===== config.mk =====
export PLATFORM = sky130hd
export DESIGN_NAME = two_stack_queue
export DESIGN_NICKNAME = d
export VERILOG_FILES = /design/src/hdl/tsq_pkg.sv /design/src/hdl/two_stack_queue.sv /design/src/hdl/tsq_ctrl.sv
export SDC_FILE = /design/constraint.sdc
export NUM_CORES = 1
export LEC_CHECK = 0
export ABC_AREA = 1
export BUFFER_PORTS_ARGS = -buffer_cell sky130_fd_sc_hd__buf_2
export CAP_MARGIN = 20
export CORE_ASPECT_RATIO = 1.25
export CORE_MARGIN = 3
export CORE_UTILIZATION = 30
export DETAILED_ROUTE_END_ITERATION = 16
export GPL_ROUTABILITY_DRIVEN = 0
export GPL_TIMING_DRIVEN = 0
export PLACE_DENSITY = 0.44
export SYNTH_ARGS = -nofsm -noshare
export SYNTH_HDL_FRONTEND = slang
export SYNTH_SLANG_ARGS = --single-unit

===== constraint.sdc =====
create_clock -name clk -period 10.4 [get_ports clk]
set_clock_uncertainty 0.2 [all_clocks]
set_input_delay 0.52 -clock clk [delete_from_list [all_inputs] [get_ports clk]]
set_output_delay 0.52 -clock clk [all_outputs]
set_load 0.02 [all_outputs]

===== src/hdl/tsq_pkg.sv =====
`timescale 1ns / 1ps
`default_nettype none

package tsq_pkg;

  localparam int WORD_W  = 32;
  localparam int COUNT_W = 6;

  // Operation codes on the command channel.
  localparam logic OP_ENQ = 1'b0;
  localparam logic OP_DEQ = 1'b1;

  typedef enum logic [1:0] {
    ST_OK        = 2'd0,
    ST_OVERFLOW  = 2'd1,
    ST_UNDERFLOW = 2'd2
  } tsq_status_t;

  typedef struct packed {
    tsq_status_t        status;
    logic [WORD_W-1:0]  removed;
    logic [WORD_W-1:0]  front;
    logic [WORD_W-1:0]  back;
    logic [COUNT_W-1:0] count;
  } tsq_res_t;

endpackage

`default_nettype wire


===== src/hdl/two_stack_queue.sv =====
`timescale 1ns / 1ps
`default_nettype none

// Channel   Handshake              Payload
// -------   --------------------   ----------------------------------------------
// cmd       cmd_valid / cmd_ready  op, value
// rsp       rsp_valid / rsp_ready  status, removed_value, front_value, back_value,
//                                  item_count
//
// An enqueue, an underflow or a dequeue that leaves the output stack empty goes
// from command accept straight to the response state; a dequeue that must fetch
// the next output-stack top passes through a read state first. A dequeue that
// finds the output stack empty first moves all n intake words, one per cycle
// through the intake memory's read port, and then pops like any other dequeue.
// Reset clears the state machine and both stack depths; memory contents stay as
// they are and are never read before being written.
// A new command is taken while the previous response waits in the output
// register; the next response holds in the controller until that register frees.

module two_stack_queue #(
  parameter int STACK_DEPTH = 16
) (
  input  wire logic               clk,
  input  wire logic               rst,
  input  wire logic               cmd_valid,
  output logic                    cmd_ready,
  input  wire logic               op,
  input  wire logic signed [31:0] value,
  output logic                    rsp_valid,
  input  wire logic               rsp_ready,
  output logic             [1:0]  status,
  output logic signed      [31:0] removed_value,
  output logic signed      [31:0] front_value,
  output logic signed      [31:0] back_value,
  output logic             [5:0]  item_count
);
  import tsq_pkg::*;

  logic     res_valid;
  logic     res_take;
  tsq_res_t res;

  // Controller: both stack memories, depths and the refill sequencer.
  tsq_ctrl #(
    .STACK_DEPTH(STACK_DEPTH)
  ) u_ctrl (
    .clk       (clk),
    .rst       (rst),
    .cmd_valid (cmd_valid),
    .cmd_ready (cmd_ready),
    .op        (op),
    .value     (value),
    .res_valid (res_valid),
    .res_take  (res_take),
    .res       (res)
  );

  // Load the output register when it is empty or being drained this cycle.
  assign res_take = res_valid && (!rsp_valid || rsp_ready);

  always_ff @(posedge clk) begin
    if (rst) begin
      rsp_valid <= 1'b0;
    end else if (res_take) begin
      rsp_valid <= 1'b1;
    end else if (rsp_ready) begin
      rsp_valid <= 1'b0;
    end
  end

  // Payload: hold until the next response is loaded.
  always_ff @(posedge clk) begin
    if (res_take) begin
      status        <= res.status;
      removed_value <= res.removed;
      front_value   <= res.front;
      back_value    <= res.back;
      item_count    <= res.count;
    end
  end

endmodule

`default_nettype wire


===== src/hdl/tsq_ctrl.sv =====
`timescale 1ns / 1ps
`default_nettype none

module tsq_ctrl #(
  parameter int STACK_DEPTH = 16
) (
  input  wire logic                     clk,
  input  wire logic                     rst,
  input  wire logic                     cmd_valid,
  output logic                          cmd_ready,
  input  wire logic                     op,
  input  wire logic [31:0]              value,
  output logic                          res_valid,
  input  wire logic                     res_take,
  output tsq_pkg::tsq_res_t             res
);
  import tsq_pkg::*;

  localparam int AW = $clog2(STACK_DEPTH);
  localparam int CW = $clog2(STACK_DEPTH + 1);

  typedef enum logic [5:0] {
    S_IDLE = 6'b000001,
    S_MOVE = 6'b000010,
    S_POP  = 6'b000100,
    S_READ = 6'b001000,
    S_EMIT = 6'b010000,
    S_SPARE = 6'b100000
  } state_t;

  state_t state;

  logic [CW-1:0]     in_depth;
  logic [CW-1:0]     out_depth;
  logic [CW-1:0]     mv_n;
  logic [CW-1:0]     rd_cnt;
  logic [CW-1:0]     wr_cnt;
  logic [WORD_W-1:0] in_top;
  logic [WORD_W-1:0] in_bot;
  logic [WORD_W-1:0] out_top;
  logic [WORD_W-1:0] out_bot;
  tsq_status_t       status_q;
  logic [WORD_W-1:0] removed_q;

  logic [WORD_W-1:0] intake_mem [STACK_DEPTH];
  logic [WORD_W-1:0] output_mem [STACK_DEPTH];
  logic [WORD_W-1:0] intake_rdata;
  logic [WORD_W-1:0] output_rdata;

  logic          accept;
  logic          do_pop;
  logic          in_full;
  logic          in_we;
  logic [AW-1:0] in_waddr;
  logic          in_re;
  logic [AW-1:0] in_raddr;
  logic          out_we;
  logic [AW-1:0] out_waddr;
  logic          out_re;
  logic [AW-1:0] out_raddr;
  logic [CW:0]   count_sum;

  assign cmd_ready = (state == S_IDLE);
  assign accept    = cmd_valid && cmd_ready;
  assign in_full   = (in_depth == CW'(STACK_DEPTH));
  assign do_pop    = (accept && op == OP_DEQ && out_depth != '0) || (state == S_POP);

  always_comb begin
    in_we     = 1'b0;
    in_waddr  = in_depth[AW-1:0];
    in_re     = 1'b0;
    in_raddr  = AW'(in_depth - 1'b1);
    out_we    = 1'b0;
    out_waddr = wr_cnt[AW-1:0];
    out_re    = 1'b0;
    out_raddr = AW'(out_depth - CW'(2));
    if (accept && op == OP_ENQ && !in_full) begin
      in_we = 1'b1;
    end
    if (accept && op == OP_DEQ && out_depth == '0 && in_depth != '0) begin
      in_re = 1'b1;
    end
    if (do_pop && out_depth >= CW'(2)) begin
      out_re = 1'b1;
    end
    if (state == S_MOVE) begin
      out_we = 1'b1;
      if (rd_cnt != mv_n) begin
        in_re    = 1'b1;
        in_raddr = AW'(mv_n - rd_cnt - 1'b1);
      end
    end
  end

  always_ff @(posedge clk) begin
    if (in_we) begin
      intake_mem[in_waddr] <= value;
    end
    if (in_re) begin
      intake_rdata <= intake_mem[in_raddr];
    end
  end

  always_ff @(posedge clk) begin
    if (out_we) begin
      output_mem[out_waddr] <= intake_rdata;
    end
    if (out_re) begin
      output_rdata <= output_mem[out_raddr];
    end
  end

  always_ff @(posedge clk) begin
    if (rst) begin
      state     <= S_IDLE;
      in_depth  <= '0;
      out_depth <= '0;
      mv_n      <= '0;
      rd_cnt    <= '0;
      wr_cnt    <= '0;
    end else begin
      if (do_pop) begin
        removed_q <= out_top;
        status_q  <= ST_OK;
        out_depth <= out_depth - 1'b1;
        state     <= (out_depth >= CW'(2)) ? S_READ : S_EMIT;
      end
      case (state)
        S_IDLE: begin
          if (accept) begin
            if (op == OP_ENQ) begin
              removed_q <= '0;
              state     <= S_EMIT;
              if (in_full) begin
                status_q <= ST_OVERFLOW;
              end else begin
                status_q <= ST_OK;
                in_depth <= in_depth + 1'b1;
                in_top   <= value;
                if (in_depth == '0) begin
                  in_bot <= value;
                end
              end
            end else if (out_depth == '0) begin
              if (in_depth == '0) begin
                status_q  <= ST_UNDERFLOW;
                removed_q <= '0;
                state     <= S_EMIT;
              end else begin
                mv_n   <= in_depth;
                rd_cnt <= CW'(1);
                wr_cnt <= '0;
                state  <= S_MOVE;
              end
            end
          end
        end
        S_MOVE: begin
          wr_cnt <= wr_cnt + 1'b1;
          if (rd_cnt != mv_n) begin
            rd_cnt <= rd_cnt + 1'b1;
          end
          if (wr_cnt == mv_n - 1'b1) begin
            out_depth <= mv_n;
            in_depth  <= '0;
            out_top   <= in_bot;
            out_bot   <= in_top;
            state     <= S_POP;
          end
        end
        S_POP: begin
          // pop handled above
        end
        S_READ: begin
          out_top <= output_rdata;
          state   <= S_EMIT;
        end
        S_EMIT: begin
          if (res_take) begin
            state <= S_IDLE;
          end
        end
        default: begin
          state <= S_IDLE;
        end
      endcase
    end
  end

  assign count_sum  = {1'b0, in_depth} + {1'b0, out_depth};
  assign res_valid  = (state == S_EMIT);

  always_comb begin
    res.status  = status_q;
    res.removed = removed_q;
    res.count   = COUNT_W'(count_sum);
    if (out_depth != '0) begin
      res.front = out_top;
    end else if (in_depth != '0) begin
      res.front = in_bot;
    end else begin
      res.front = '0;
    end
    if (in_depth != '0) begin
      res.back = in_top;
    end else if (out_depth != '0) begin
      res.back = out_bot;
    end else begin
      res.back = '0;
    end
  end

  a_depth_bound: assert property (@(posedge clk) disable iff (rst)
    (in_depth <= CW'(STACK_DEPTH)) && (out_depth <= CW'(STACK_DEPTH)))
    else $error("stack depth beyond capacity");

  a_move_setup: assert property (@(posedge clk) disable iff (rst)
    (state == S_MOVE) |-> (in_depth == mv_n && out_depth == '0 && wr_cnt < mv_n))
    else $error("refill running with inconsistent depths");

  a_pop_nonempty: assert property (@(posedge clk) disable iff (rst)
    (state == S_POP) |-> (out_depth != '0 && in_depth == '0))
    else $error("pop after refill with empty output stack");

  a_underflow_empty: assert property (@(posedge clk) disable iff (rst)
    (res_valid && res.status == ST_UNDERFLOW) |-> (count_sum == '0))
    else $error("underflow reported on non-empty queue");

endmodule

`default_nettype wire

==> metrics.log <==
[metrics] status: complete, no violations
[metrics] highest fanout seen on the critical path: 14
[metrics] most common cell after layout, fill and taps aside: edfxtp_1
[metrics] pwr dens: 180 nW/µm²
[metrics] largest area contributor in the netlist: edfxtp_1
[metrics] end of the worst register-to-register path: u_ctrl.output_rdata[14]
[metrics] cell breakdown of the critical path: inv_1 > clkbuf_1 > clkbuf_1 > ha_1 > clkbuf_1 > clkinv_1 > clkbuf_1 > clkbuf_1 > o221ai_1 > nand3_1 > nand2_1
[metrics] max-slew violations: 0
[metrics] Most Used Layer, Global Route: met2
[metrics] number of port buffers: 141
[metrics] area added between synthesis and finish: 17.6%
[metrics] switching share of power: 21.7%
[metrics] cell repeated most along the worst path: clkbuf_1
[metrics] endpoint kind of the worst setup timing path: flop
[metrics] worst hold endpoint: u_ctrl.intake_mem[9][18]
[metrics] fin crit period: 5590 ps
[metrics] maximum number of pins on one net before global-route repair: 38
[metrics] worst vdd rail ir drop: 141 µV
[metrics] Global Route met3 Usage: 2.77%
[metrics] grt ovf: 0
[metrics] crit share post-route: 53.7%
[metrics] number of detailed-routing iterations run before antenna repair: 7
[metrics] maximum achievable frequency: 179 MHz
[metrics] number of cells upsized or downsized after cts: 0
[metrics] part of the total power dissipated in combinational logic: 3.6%
[metrics] flip-flop and latch count after synthesis: 1386
[metrics] simple-gate share of the synthesized area: 14.7%
[metrics] total of warnings raised by yosys: 0
[metrics] total routing resource utilization after global routing: 19.7%
[metrics] Worst Reg-to-Reg Cells: 11
[metrics] final number of hold-violating endpoints: 0
[metrics] Die Outline Area: 190000 µm²
[metrics] switching power total: 2.55 mW
[metrics] Max-Slew Margin vs Limit: 21.8%
[metrics] register cell area after layout: 41300 µm²
[metrics] Clock Sink Count: 1386
[metrics] critical register-to-register path startpoint: u_ctrl.out_depth[1]
[metrics] largest family of logic cells by synthesized area: simple AND/OR/NAND/NOR gates
[metrics] drt via density: 4.99
[metrics] final number of setup-violating endpoints: 0
[metrics] first-pass GRT wire length: 267000 µm
[metrics] type of the most critical hold path: input port to flop
[metrics] unrepaired setup endpoints after global routing: no
[metrics] arrival time of data at the critical path endpoint: 5790 ps
[metrics] Nets: 4871
[metrics] die outline height: 487 µm
[metrics] average wire length per cell after detail routing: 26.0 µm
[metrics] Setup Buffers After CTS: 0
[metrics] maximum root-to-sink buffer count: 3
[metrics] number of antenna violations at the first check in global routing: 10
[metrics] required time of the worst setup path: 10600 ps
[metrics] complex-gate fraction of the synthesized area: 5.71%
[metrics] adder-cell share of the synthesized area: 0.613%
[metrics] top-level I/O count: 143
[metrics] met1 layer usage reported by global route: 25.3%
[metrics] via count of the routed design: 36500
[metrics] Power Internal: 9.19 mW
[metrics] number of rows created at floorplan: 175
[metrics] initial DRC count: 3569
[metrics] sum of negative setup slack: 0 ps
[metrics] standard cell with the maximum stage delay on the critical path: clkbuf_1
[metrics] mux contribution to synthesized area: 0%
[metrics] routed wire length: 190000 µm
[metrics] type of the worst setup path: flop to flop
[metrics] launch point of the worst hold path: value[18]
[metrics] final setup margin: 4810 ps
[metrics] fraction of final layout cells with drive strength greater than 1: 11.2%
[metrics] Worst-Margin Slew: 1170 ps
[metrics] portion of the post-synthesis area used by sequential elements: 74.4%
[metrics] initial standard-cell utilization of the core: 30.4%
[metrics] clock latency on the worst-skew pair: 780 ps
[metrics] cell at the root of the clock tree: clkbuf_16
[metrics] clock network fraction of design power: 44.0%
[metrics] H-tree lvl count: 4
[metrics] cell count after synthesis: 4459
[metrics] share of Yosys cell area claimed by the top area cell type: 73.2%
[metrics] XOR/XNOR share of the synthesized area: 0.284%
[metrics] pre-CTS setup slack: 4880 ps
[metrics] remaining number of nets flagged by the antenna check after routing: 0
[metrics] top library cells by usage in the layout, fill and taps aside: 1354 x edfxtp_1, 824 x nand2_1, 661 x nand3_1, 340 x nor2_1, 318 x inv_1
[metrics] via count of the first global-routing pass: 35500
[metrics] met2 Use GR: 33.8%
[metrics] crit-path max cell delay: 830 ps
[metrics] maximum capacitance violations: 0
[metrics] overall power after layout: 11.7 mW
[metrics] CP Launch Type: flop
[metrics] TritonCTS clock tree: built
[metrics] Avg Cell Area, Syn: 12.4 µm²
[metrics] number of distinct library cell variants in the gate-level netlist after synthesis: 40
[metrics] Synth area leaders: edfxtp_1 73%, nand3_1 6.0%, nand2_1 5.6%
[metrics] summed instance area of the synthesized netlist: 55500 µm²
[metrics] worst hold path cell count: 1
[metrics] area of the core: 183000 µm²
[metrics] area taken by multi-input logic gates: 12100 µm²
[metrics] placed wire-length estimate: 132000 µm
[metrics] clk slew on worst S/H paths: 60 ps
[metrics] power share of the sequential group: 52.4%
[metrics] layout filler cell count: 17900
[metrics] Residual DRC: 0
[metrics] leakage power of the design: 23.5 nW
[metrics] width of the die: 391 µm
[metrics] flop-to-flop setup slack: 4810 ps
[metrics] Post-Synthesis Net Count: 4522
[metrics] number of buffers added by the clock tree synthesis step: 154
[metrics] origin of the worst setup path: u_ctrl.out_depth[1]
## synth_stat cells, drive strengths merged
| master | number |
|---|---|
| edfxtp | 1354 |
| nand2 | 830 |
| nand3 | 663 |
| nor2 | 382 |
| inv | 326 |
| o21ai | 279 |
| clkbuf | 153 |
| buf | 121 |
| o221ai | 94 |
| nor3 | 35 |
| o211ai | 35 |
| o22ai | 34 |
| dfxtp | 32 |
| a22o | 31 |
| a21oi | 28 |
| ha | 24 |
| xor2 | 12 |
| xnor2 | 6 |
| a211oi | 4 |
| nand4 | 4 |
| a31oi | 2 |
| fa | 2 |
| or2 | 2 |
| and2 | 1 |
| clkinv | 1 |
| conb | 1 |
| nor3b | 1 |
| o21bai | 1 |
| o311ai | 1 |
## cell families after synthesis
| family | count (synthesis) |
|---|---|
| and+or+nand+nor | 1918 |
| DFF | 1386 |
| buffers and inverters | 601 |
| AOI/OAI and AO/OA | 509 |
| adders and majority gates | 26 |
| xor gates and xnor gates | 18 |
| other | 1 |
## layout make-up
class,instances,area share (%)
tap,2389,4.58
antenna,4,0.0153
sequential,1386,63.2
multi-input combinational,2472,18.5
inverter,327,1.88
clock buffer,198,6.33
clock inverter,73,0.835
timing repair buffer,193,2.79
buffer,274,1.79
## power by group through the flow
stage / combinational (mW) / sequential (mW) / clock, mW
2_1_floorplan: 0.201 / 6.26 / 0
3_3_place_gp: 0.420 / 6.27 / 0
3_5_place_dp: 0.427 / 6.27 / 0
4_1_cts: 0.429 / 6.15 / 5.27
5_1_grt: 0.458 / 6.15 / 5.49
6_report: 0.425 / 6.15 / 5.17
## critical path, delay by kind of cell (launching register included)
family | cells | cell delay, ps
buffers and inverters | 7 | 3280
DFF | 1 | 480
and+or+nand+nor | 2 | 460
adders and majority gates | 1 | 380
AOI/OAI and AO/OA | 1 | 380
## registers in the layout, summed over array words and instances, names as in the netlist, 2 cells and up
signal / cells
u_ctrl.out_top: 32
u_ctrl.removed_q: 32
u_ctrl.out_bot: 32
u_ctrl.in_depth: 5
u_ctrl.rd_cnt: 5
u_ctrl.intake_rdata: 32
item_count: 6
u_ctrl.status_q: 2
back_value: 32
u_ctrl.output_mem: 512
u_ctrl.out_depth: 5
u_ctrl.intake_mem: 512
u_ctrl.state: 6
front_value: 32
u_ctrl.wr_cnt: 5
removed_value: 32
u_ctrl.output_rdata: 32
status: 2
u_ctrl.in_bot: 32
u_ctrl.mv_n: 5
u_ctrl.in_top: 32
## metrics by stage
stage                     util (%)  std cells  area (µm²)  hold slack, ps
after global placement        32.4       6989       59200             229
after global routing          35.7       7313       65300            35.9
after floorplan                  -       4459       55500             227
after CTS                     35.7       7312       65300            7.48
after detailed placement      33.1       7036       60600             232
final                         35.7       7316       65300            49.5
## worst max path at each step
| stage | slack [ps] | to | cells after the start |
|---|---|---|---|
| 4_1_cts | 4860 | u_ctrl.output_rdata[14] | 11 |
| 2_1_floorplan | 4620 | back_value[0] | 3 |
| 3_5_place_dp | 4880 | u_ctrl.output_rdata[14] | 11 |
| 6_report | 4810 | u_ctrl.output_rdata[14] | 11 |
| 5_1_grt | 4800 | u_ctrl.output_rdata[14] | 11 |
| 3_3_place_gp | 1930 | back_value[7] | 3 |
## what timing repair did
action                                  in CTS  in global routing
endpoints found under the setup margin       0                  0
hold buffers                                 5                  0
endpoints found under the hold margin       33                  0
## layer usage
metal | routed length, µm | share of wire [%] | vias to the layer above
li1 | - | - | 16600
met1 | 77700 | 41 | 18400
met2 | 94400 | 50 | 1250
met3 | 10800 | 5.7 | 303
met4 | 7480 | 3.9 | 0
met5 | 0 | 0 | -
(Power assumes the default switching activity.)
